### src/hdl/wpi_pkg.sv
`default_nettype none
package wpi_pkg;

    localparam int POS_W  = 34;
    localparam int TIME_W = 32;
    localparam int VEL_W  = 40;
    localparam int STAT_W = 3;

    typedef enum logic [STAT_W-1:0] {
        ST_INTERP = 3'd0,
        ST_FIRST  = 3'd1,
        ST_LAST   = 3'd2,
        ST_EMPTY  = 3'd3,
        ST_WRITE  = 3'd4
    } status_t;

    typedef enum logic [3:0] {
        S_IDLE,
        S_RD_FIRST,
        S_CHK_FIRST,
        S_CHK_LAST,
        S_SCAN_CHK,
        S_FRAC,
        S_DIV,
        S_MUL,
        S_OUT
    } fsm_t;

    // one waypoint entry
    typedef struct packed {
        logic signed [POS_W-1:0] x;
        logic signed [POS_W-1:0] y;
        logic signed [POS_W-1:0] z;
        logic [TIME_W-1:0]       t;
    } wp_t;

    // divider control between sequencer and divider
    typedef struct packed {
        logic              start;
        logic [63:0]       num;
        logic [TIME_W-1:0] den;
    } div_req_t;

endpackage
`default_nettype wire

### src/hdl/wpi_table.sv
`default_nettype none
module wpi_table #(
    parameter int DEPTH = 16,
    parameter int AW    = 4
) (
    input  wire logic            aclk,
    input  wire logic            we,
    input  wire logic [AW-1:0]   waddr,
    input  wire wpi_pkg::wp_t    wdata,
    input  wire logic [AW-1:0]   raddr,
    output wpi_pkg::wp_t         rdata
);
    wpi_pkg::wp_t mem [DEPTH];

    // synchronous write, registered read
    always_ff @(posedge aclk) begin
        if (we) begin
            mem[waddr] <= wdata;
        end
        rdata <= mem[raddr];
    end
endmodule
`default_nettype wire

### config.mk
export PLATFORM = sky130hd
export DESIGN_NAME = wpi_table
export DESIGN_NICKNAME = d
export VERILOG_FILES = /design/src/hdl/wpi_pkg.sv /design/src/hdl/wpi_table.sv
export SDC_FILE = /design/constraint.sdc
export NUM_CORES = 2
export LEC_CHECK = 0
export ABC_AREA = 1
export BUFFER_PORTS_ARGS = -buffer_cell sky130_fd_sc_hd__buf_2
export CAP_MARGIN = 15
export CORE_MARGIN = 2
export CORE_UTILIZATION = 33
export CTS_BUF_LIST = sky130_fd_sc_hd__clkbuf_4 sky130_fd_sc_hd__clkbuf_8
export CTS_CLUSTER_SIZE = 24
export DETAILED_ROUTE_END_ITERATION = 10
export GPL_ROUTABILITY_DRIVEN = 0
export PLACE_DENSITY_LB_ADDON = 0.08
export SYNTH_ARGS = -nofsm -noshare
export SYNTH_HDL_FRONTEND = slang
export SYNTH_SLANG_ARGS = --single-unit
### constraint.sdc
create_clock -name aclk -period 9.4 [get_ports aclk]
set_clock_uncertainty 0.15 [all_clocks]
set_input_delay 1.88 -clock aclk [delete_from_list [all_inputs] [get_ports aclk]]
set_output_delay 1.88 -clock aclk [all_outputs]
set_load 0.005 [all_outputs]
==> run metrics <==
status=complete, no violations; largest cells by area after synthesis=edfxtp_1 (70%), nand2_1 (12%), nand3_1 (8.3%); dpl cell area=0.0967 mm²; I/O pin cnt=278; vias in the first global route=58405; largest delay contributor family on the critical path=buffers and inverters; R2R cell count=5; H-tree depth=5; Skew-Pair Late Insertion Delay=1.06 ns; Chip Width=531 µm; RSZ-0062 raised after global routing=false; min Tclk post-route=4.48 ns; clock power share=43.2%; top post-synthesis cells by count=nand2_1 (2956), edfxtp_1 (2144), nand3_1 (1529); Design Area, Final=0.105 mm²; Yosys cell types=16; TritonCTS clock tree=built; leakage=42.3 nW; post-CTS sizing=0; pwr dens=213 mW/mm²; Pre-Repair DR Iteration Count=7; DRT iter0 DRCs=4054; PnR Total Power=22.4 mW; Synth area leader=edfxtp_1; Hold Vio Cnt, Final=0; largest net degree at the start of global routing=184; critical path launch point type=input port; synthesized area=0.0917 mm²; top-area cell type share of the netlist area=70.2%; Hold Buf Count CTS=0; Comb pwr share=5.7%; Worst EP arrival=5.31 ns; Worst Hold Class=flop to flop; Async SR Flop Fraction=0%; initial antenna violation count=71; measured slew at the worst slew-check pin=1.24 ns; # rows=193; clock tree root driver cell=clkbuf_8; critical path class=input port to flop; final slew viol count=0; core area=0.276 mm²; f_max=223 MHz; Syn Area/Cell=11.2 µm²; most common cell in the netlist=nand2_1; Mapped Nets=8295; Hold Path Depth=6; Clock Pin Slew Worst Setup and Hold Paths=0.06 ns; DPL Wire Length=127000 µm; final net count=8636; max incr delay on CP=0.81 ns; RR Endpoint=rdata[20]; share of cells above drive strength 1=12.7%; reg2reg setup slack=7.92 ns; worst path required time=10.23 ns; Pint=17.1 mW; Psw=5.29 mW; hold_ws=0.472 ns; clock sink count=2278; first-pass GRT wire length=400000 µm; Routed WL per cell=21.9 µm; DRC errors left=0; CP endpoint=rdata[62]; GRT overflow=0; GRT Total Usage=19.3%; placed cells=11790; Worst Setup SP=raddr[0]; CP max FO=72; Max-Cap Viols=0; Switching Fraction=23.6%; crit end category=flop; slowest stage cell, crit path=buf_4; Starting Density=33.2%; Area Overhead vs Synth=14.9%; Final ANT Viol Nets=0; final WL=276000 µm; total number of yosys warnings=0; Post-Syn Instances=8151; Hold Crit Start=mem[12][34]; Seq/Total Area, Yosys=73.2%; Post-synth EDFFs=2144; worst rel slew slack=17.3%; Vias=58940; Stages on worst setup path=10; Die Y=531 µm; die footprint=0.282 mm²; vias per cell=4.69; Sum Neg Setup Slack=0 ns; CTS buffer count=405; Port Buffers=277; maximum vdd drop=0.117 mV; crit-path cells=buf_8, buf_4, buf_4, buf_4, nand2_1, nand3_1, nand3_1, nand2_1, nand2_1, nand2_1; clock tree buffer depth=4; Post-synth top flop=edfxtp_1; # Post-CTS Setup Buffers=0; Final period util=47.6%; Final Non-Filler Cells=12561; reg2reg start=mem[12][20]; FF+latch count, synth=2278; Setup-failing EPs final=0; WP buf/inv=4; CP dominant cell by count=nand2_1; Seq pwr share=51.1%
[cells in the final DEF (no fill, tap or decap)]
cell and instances:
buf_12 21, buf_16 1, buf_2 273, buf_4 80, buf_8 4, bufinv_16 7, clkbuf_4 173, clkbuf_8 467
clkinv_1 51, clkinv_2 28, clkinv_8 4, clkinvlp_4 2, dfxtp_1 134, diode_2 20, edfxtp_1 2144, inv_1 897
inv_12 7, inv_16 1, inv_6 8, inv_8 7, nand2_1 2956, nand3_1 1529, nand3b_1 2, nor2_1 1
nor2_4 16, or2_2 23
[final cells by class]
type / instances / area (µm²)
Clock inverter: 111 / 851
Antenna cell: 20 / 50.0
Fill cell: 27053 / 171000
Multi-Input combinational cell: 4527 / 19100
Tap cell: 3705 / 4640
Clock buffer: 640 / 7730
Inverter: 901 / 3420
Timing Repair Buffer: 379 / 2470
Sequential cell: 2278 / 67100
[how the worst min path moves through the flow]
stage	to
CTS	rdata[34]
detailed placement	rdata[112]
finish	rdata[34]
global placement	rdata[93]
global route	rdata[124]
floorplan	rdata[111]
[logic make-up after synthesis]
family                 share of synthesized area [%]
and+or+nand+nor                                 20.7
DFF                                             73.2
buffers and inverters                           6.15
[power groups by stage]
stage | Clock [mW] | Sequential [mW] | Combinational (mW)
finish | 9.69 | 11.4 | 1.28
global route | 10.4 | 11.5 | 1.45
CTS | 10.0 | 11.5 | 1.32
detailed placement | 0 | 11.7 | 1.32
global placement | 0 | 11.7 | 1.31
floorplan | 0 | 11.7 | 0.723
[metrics by stage]
step           worst slack [ns]  util [%]
3_3_place_gp               3.93      35.0
2_1_floorplan             0.959         -
5_1_grt                    4.74      38.1
4_1_cts                    5.08      38.1
6_report                   4.92      38.1
3_5_place_dp               3.91      35.0
[per-layer routing]
metal  vias to the layer above  track usage (%)  share of wire (%)
met2                      1289             31.9                 47
li1                      27899                -                  -
met1                     29210             25.9                 45
met5                         -                0               0.13
met4                        58             5.04                2.2
met3                       484             3.71                5.4
[tightest hold or removal path: stages (launching register included)]
cell and delay, ns:
edfxtp_1 0.31, inv_1 0.03, nand2_1 0.05, nand3_1 0.06
nand3_1 0.07, nand3_1 0.07, nand2_1 0.06
[flip-flops by register name, indices dropped and copies added, names as in the netlist]
| name | flops |
|---|---|
| mem | 2144 |
| rdata | 134 |
Power figures use the tool's default switching activity.
