[src/hdl/wpi_pkg.sv]
`default_nettype none
package wpi_pkg;

    localparam int POS_W  = 34;
    localparam int TIME_W = 32;
    localparam int VEL_W  = 40;
    localparam int STAT_W = 3;

    typedef enum logic [STAT_W-1:0] {
        ST_INTERP = 3'd0,
        ST_FIRST  = 3'd1,
        ST_LAST   = 3'd2,
        ST_EMPTY  = 3'd3,
        ST_WRITE  = 3'd4
    } status_t;

    typedef enum logic [3:0] {
        S_IDLE,
        S_RD_FIRST,
        S_CHK_FIRST,
        S_CHK_LAST,
        S_SCAN_CHK,
        S_FRAC,
        S_DIV,
        S_MUL,
        S_OUT
    } fsm_t;

    // one waypoint entry
    typedef struct packed {
        logic signed [POS_W-1:0] x;
        logic signed [POS_W-1:0] y;
        logic signed [POS_W-1:0] z;
        logic [TIME_W-1:0]       t;
    } wp_t;

    // divider control between sequencer and divider
    typedef struct packed {
        logic              start;
        logic [63:0]       num;
        logic [TIME_W-1:0] den;
    } div_req_t;

endpackage
`default_nettype wire

[src/hdl/wpi_div.sv]
`default_nettype none
module wpi_div (
    input  wire logic                       aclk,
    input  wire logic                       aresetn,
    input  wire wpi_pkg::div_req_t          req,
    output logic [63:0]                     quo,
    output logic                            done
);
    logic [63:0]              q_reg, q_next;
    logic [wpi_pkg::TIME_W:0] r_reg, r_next;
    logic [wpi_pkg::TIME_W-1:0] d_reg;
    logic [6:0]               cnt_reg, cnt_next;
    logic                     busy_reg, busy_next;
    logic                     done_reg;
    logic [wpi_pkg::TIME_W+1:0] trial;

    // restoring division, one quotient bit a cycle
    always_comb begin
        q_next    = q_reg;
        r_next    = r_reg;
        cnt_next  = cnt_reg;
        busy_next = busy_reg;
        trial     = {r_reg, q_reg[63]} - {2'b00, d_reg};
        if (req.start) begin
            q_next    = req.num;
            r_next    = '0;
            cnt_next  = 7'd64;
            busy_next = 1'b1;
        end else if (busy_reg) begin
            if (!trial[wpi_pkg::TIME_W+1]) begin
                r_next = trial[wpi_pkg::TIME_W:0];
                q_next = {q_reg[62:0], 1'b1};
            end else begin
                r_next = {r_reg[wpi_pkg::TIME_W-1:0], q_reg[63]};
                q_next = {q_reg[62:0], 1'b0};
            end
            cnt_next = cnt_reg - 7'd1;
            if (cnt_reg == 7'd1) begin
                busy_next = 1'b0;
            end
        end
    end

    // done pulses once the last quotient bit is in q_reg
    always_ff @(posedge aclk) begin
        if (!aresetn) begin
            busy_reg <= 1'b0;
            cnt_reg  <= '0;
            done_reg <= 1'b0;
        end else begin
            busy_reg <= busy_next;
            cnt_reg  <= cnt_next;
            done_reg <= busy_reg && (cnt_reg == 7'd1);
        end
        q_reg <= q_next;
        r_reg <= r_next;
        if (req.start) begin
            d_reg <= req.den;
        end
    end

    assign quo  = q_reg;
    assign done = done_reg;
endmodule
`default_nettype wire

[config.mk]
export PLATFORM = sky130hd
export DESIGN_NAME = wpi_div
export DESIGN_NICKNAME = d
export VERILOG_FILES = /design/src/hdl/wpi_pkg.sv /design/src/hdl/wpi_div.sv
export SDC_FILE = /design/constraint.sdc
export NUM_CORES = 1
export LEC_CHECK = 0
export BUFFER_PORTS_ARGS = -buffer_cell sky130_fd_sc_hd__buf_2
export CORE_AREA = 2 2 119 110
export CTS_BUF_LIST = sky130_fd_sc_hd__clkbuf_4
export CTS_CLUSTER_SIZE = 30
export DETAILED_ROUTE_END_ITERATION = 16
export DIE_AREA = 0 0 121 112
export GPL_TIMING_DRIVEN = 0
export PLACE_DENSITY = 0.87
export SETUP_SLACK_MARGIN = 0.02
export SKIP_LAST_GASP = 1
export SLEW_MARGIN = 5
export SYNTH_ARGS = -nofsm -noshare
export SYNTH_HDL_FRONTEND = slang
export SYNTH_SLANG_ARGS = --single-unit
[constraint.sdc]
create_clock -name aclk -period 6 [get_ports aclk]
set_clock_uncertainty 0.05 [all_clocks]
set_input_delay 1.8 -clock aclk [delete_from_list [all_inputs] [get_ports aclk]]
set_output_delay 1.8 -clock aclk [all_outputs]
set_load 0.01 [all_outputs]
==> results.toml <==
[layout]
final_cell_mix = "buf_2, edfxtp_1, mux2_2"
drive_above_1_share = 0.3176
num-nets-final = 987
mostFrequentLayoutCell = "buf_2"
largest_register_ff_count = 64
utilization = 0.7037
syn_to_final_growth_pct = 17.94

[pwr]
power.internal_w = 0.001557
switching_share = 0.2998
total_power_w = 0.002224
combPwrFrac = 0.205
p_leak_nw = 3.661
power.share.sequential = 0.522
clkPwrFrac = 0.273
power_density_nw_per_um2 = 256.0
p_switching_w = 0.0006668
irDropWorstVdd_v = 0.0002469

[drt]
viasPerCell = 5.796
drt-total-wl_um = 18550
drc = 0
ant_nets = 0
first_pass_iters = 5
avgRoutedWirePerCell_um = 17.99
drtIter0Drc = 652
vias = 5976

[logic_synthesis]
synth_ff_type = "edfxtp_1"
synthArstFlopShare = 0
yosys_warnings = 0
syn_nets = 804
mappedNetlistArea_um2 = 7366
synth_edf_count = 96
synthTopCellsByArea = "edfxtp_1, dfxtp_1, mux2_2"
ys_seq_area_frac = 0.5055
yosysUniqueCellTypes = 58
synthCells = 670
synth_seq_cells = 138
yosysTopAreaCellShare = 0.3914
avgSynthCellArea_um2 = 10.99
synth_top_cell_by_area = "edfxtp_1"

[clock_network]
clock_latency_ps = 570
post_cts_resized = 0
cts_max_path_buffers = 2
clock-sinks = 138
clkTransAtPathRegs_ps = 110
cts_hold_buffers = 0
postCtsSetupRepairBufs = 0
htree_levels = 4
cts-buffers-inserted = 17
cts_tree = "built"
root_buffer = "clkbuf_4"

[worst_setup_path]
r2r_slack_ps = 2580
crit_arrival_ps = 4370
critical_path_class = "in2reg"
crit_fanout = 44
crit_path_start_kind = "input port"
required_ps = 6260
cp-end-kind = "flip-flop"

[die]
die_h_um = 112
std_cell_rows = 39
coreArea_um2 = 12350
pin_count = 164
dieArea_um2 = 13550
start_util = 0.5966
dieWidth_um = 121

[grt]
grt_max_degree = 45
first_global_vias = 5968
track_usage = 0.2815
grt_overflow = 0
antenna_found_initial = 1
grt_pass1_wl_um = 29390

[placed_design]
place.gp.congestion = 0.9174
port_buffers = 163
dp_hpwl_um = 13460

[sta]
max_freq_mhz = 243.3
min_period_ps = 4111
slew_headroom = 0.4486
finalSetupViolCount = 0
worstMarginPinSlew_ps = 824.1
whs_ps = 446.3
rsz0062_at_grt = "false"
tns_ps = 0
hold_viol = 0
period_share = 0.6852
slew_viol_final = 0

[status]
status = "complete, no violations"

[flow_run]
maxCapViolCount = 0

[min_path]
hold_path.class = "reg2reg"
critical path, stage by stage:
cell      delay, ps
buf_2           360
clkbuf_1        280
nor2_1          660
clkbuf_1        550
inv_2           380
buf_12          310
area by class of cell:
| class | instances | area, um2 |
|---|---|---|
| flip-flops and latches | 138 | 3724 |
| clock inverters | 15 | 150.1 |
| fillers | 906 | 3659 |
| diodes | 1 | 2.502 |
| multi-input cells | 456 | 3342 |
| clock buffers | 17 | 127.6 |
| repair buffers | 164 | 835.8 |
| plain buffers | 31 | 131.4 |
| well taps | 164 | 205.2 |
| inverters | 45 | 168.9 |
power groups by stage:
stage               clock network, W  logic (W)  registers, W
floorplan                          0   0.000274       0.00119
global placement                   0   0.000433       0.00118
detailed placement                 0   0.000449       0.00118
CTS                         0.000614   0.000452       0.00116
global route                0.000654   0.000497       0.00117
finish                      0.000608   0.000456       0.00116
worst paths after layout:
path                                            start                      to  depth (start not counted)
worst max register to register     d_reg[9]$_DFFE_PP_  r_reg[28]$_SDFFE_PP0P_                         12
worst min-delay path            r_reg[9]$_SDFFE_PP0P_   r_reg[9]$_SDFFE_PP0P_                          2
worst max-delay path                          req[96]       quo[16]$_DFFE_PP_                          6
worst min register to register  r_reg[9]$_SDFFE_PP0P_   r_reg[9]$_SDFFE_PP0P_                          2
cells by family (layout without fill, tap and decap cells):
family                   Yosys count  in the layout  synth area share
AND/OR/NAND/NOR                  169            169            0.1096
AO/OA/AOI/OAI                    151            151            0.1410
flip-flops                       138            138            0.5055
buffers and inverters             76            272           0.04077
multiplexers                      70             70            0.1058
adder cells (fa/ha/maj)           35             35           0.06047
XOR/XNOR                          31             31           0.03686
other                              0              1                 0
stage by stage:
stage          instance area [um2]  worst slack, ps  std cells
2_1_floorplan                 7366             1939        670
3_3_place_gp                  8387            349.5        997
3_5_place_dp                  8407             1357        998
4_1_cts                       8685             1958       1030
5_1_grt                       8687             1857       1031
6_report                      8687             1889       1031
synthesized netlist by cell type, types with 8 or more instances:
cell type  instances
nand2_1           62
a311oi_1          14
nor2_1            37
o21ai_0           34
nand2b_1          10
nand3_1           10
clkbuf_1          21
mux2_2            63
a21o_1            13
dfxtp_1           42
inv_1             45
xor2_1            11
nor2b_1            8
xnor2_1           20
nor3_1            16
a21oi_1           32
ha_1              34
edfxtp_1          96
metal layers:
layer,track usage,part of all wire,vias to the layer above
li1,-,-,2845
met1,0.3399,0.40,2845
met2,0.4640,0.49,254
met3,0.09734,0.086,32
met4,0.1070,0.022,0
met5,0,0,-
Power figures use the tool's default switching activity.
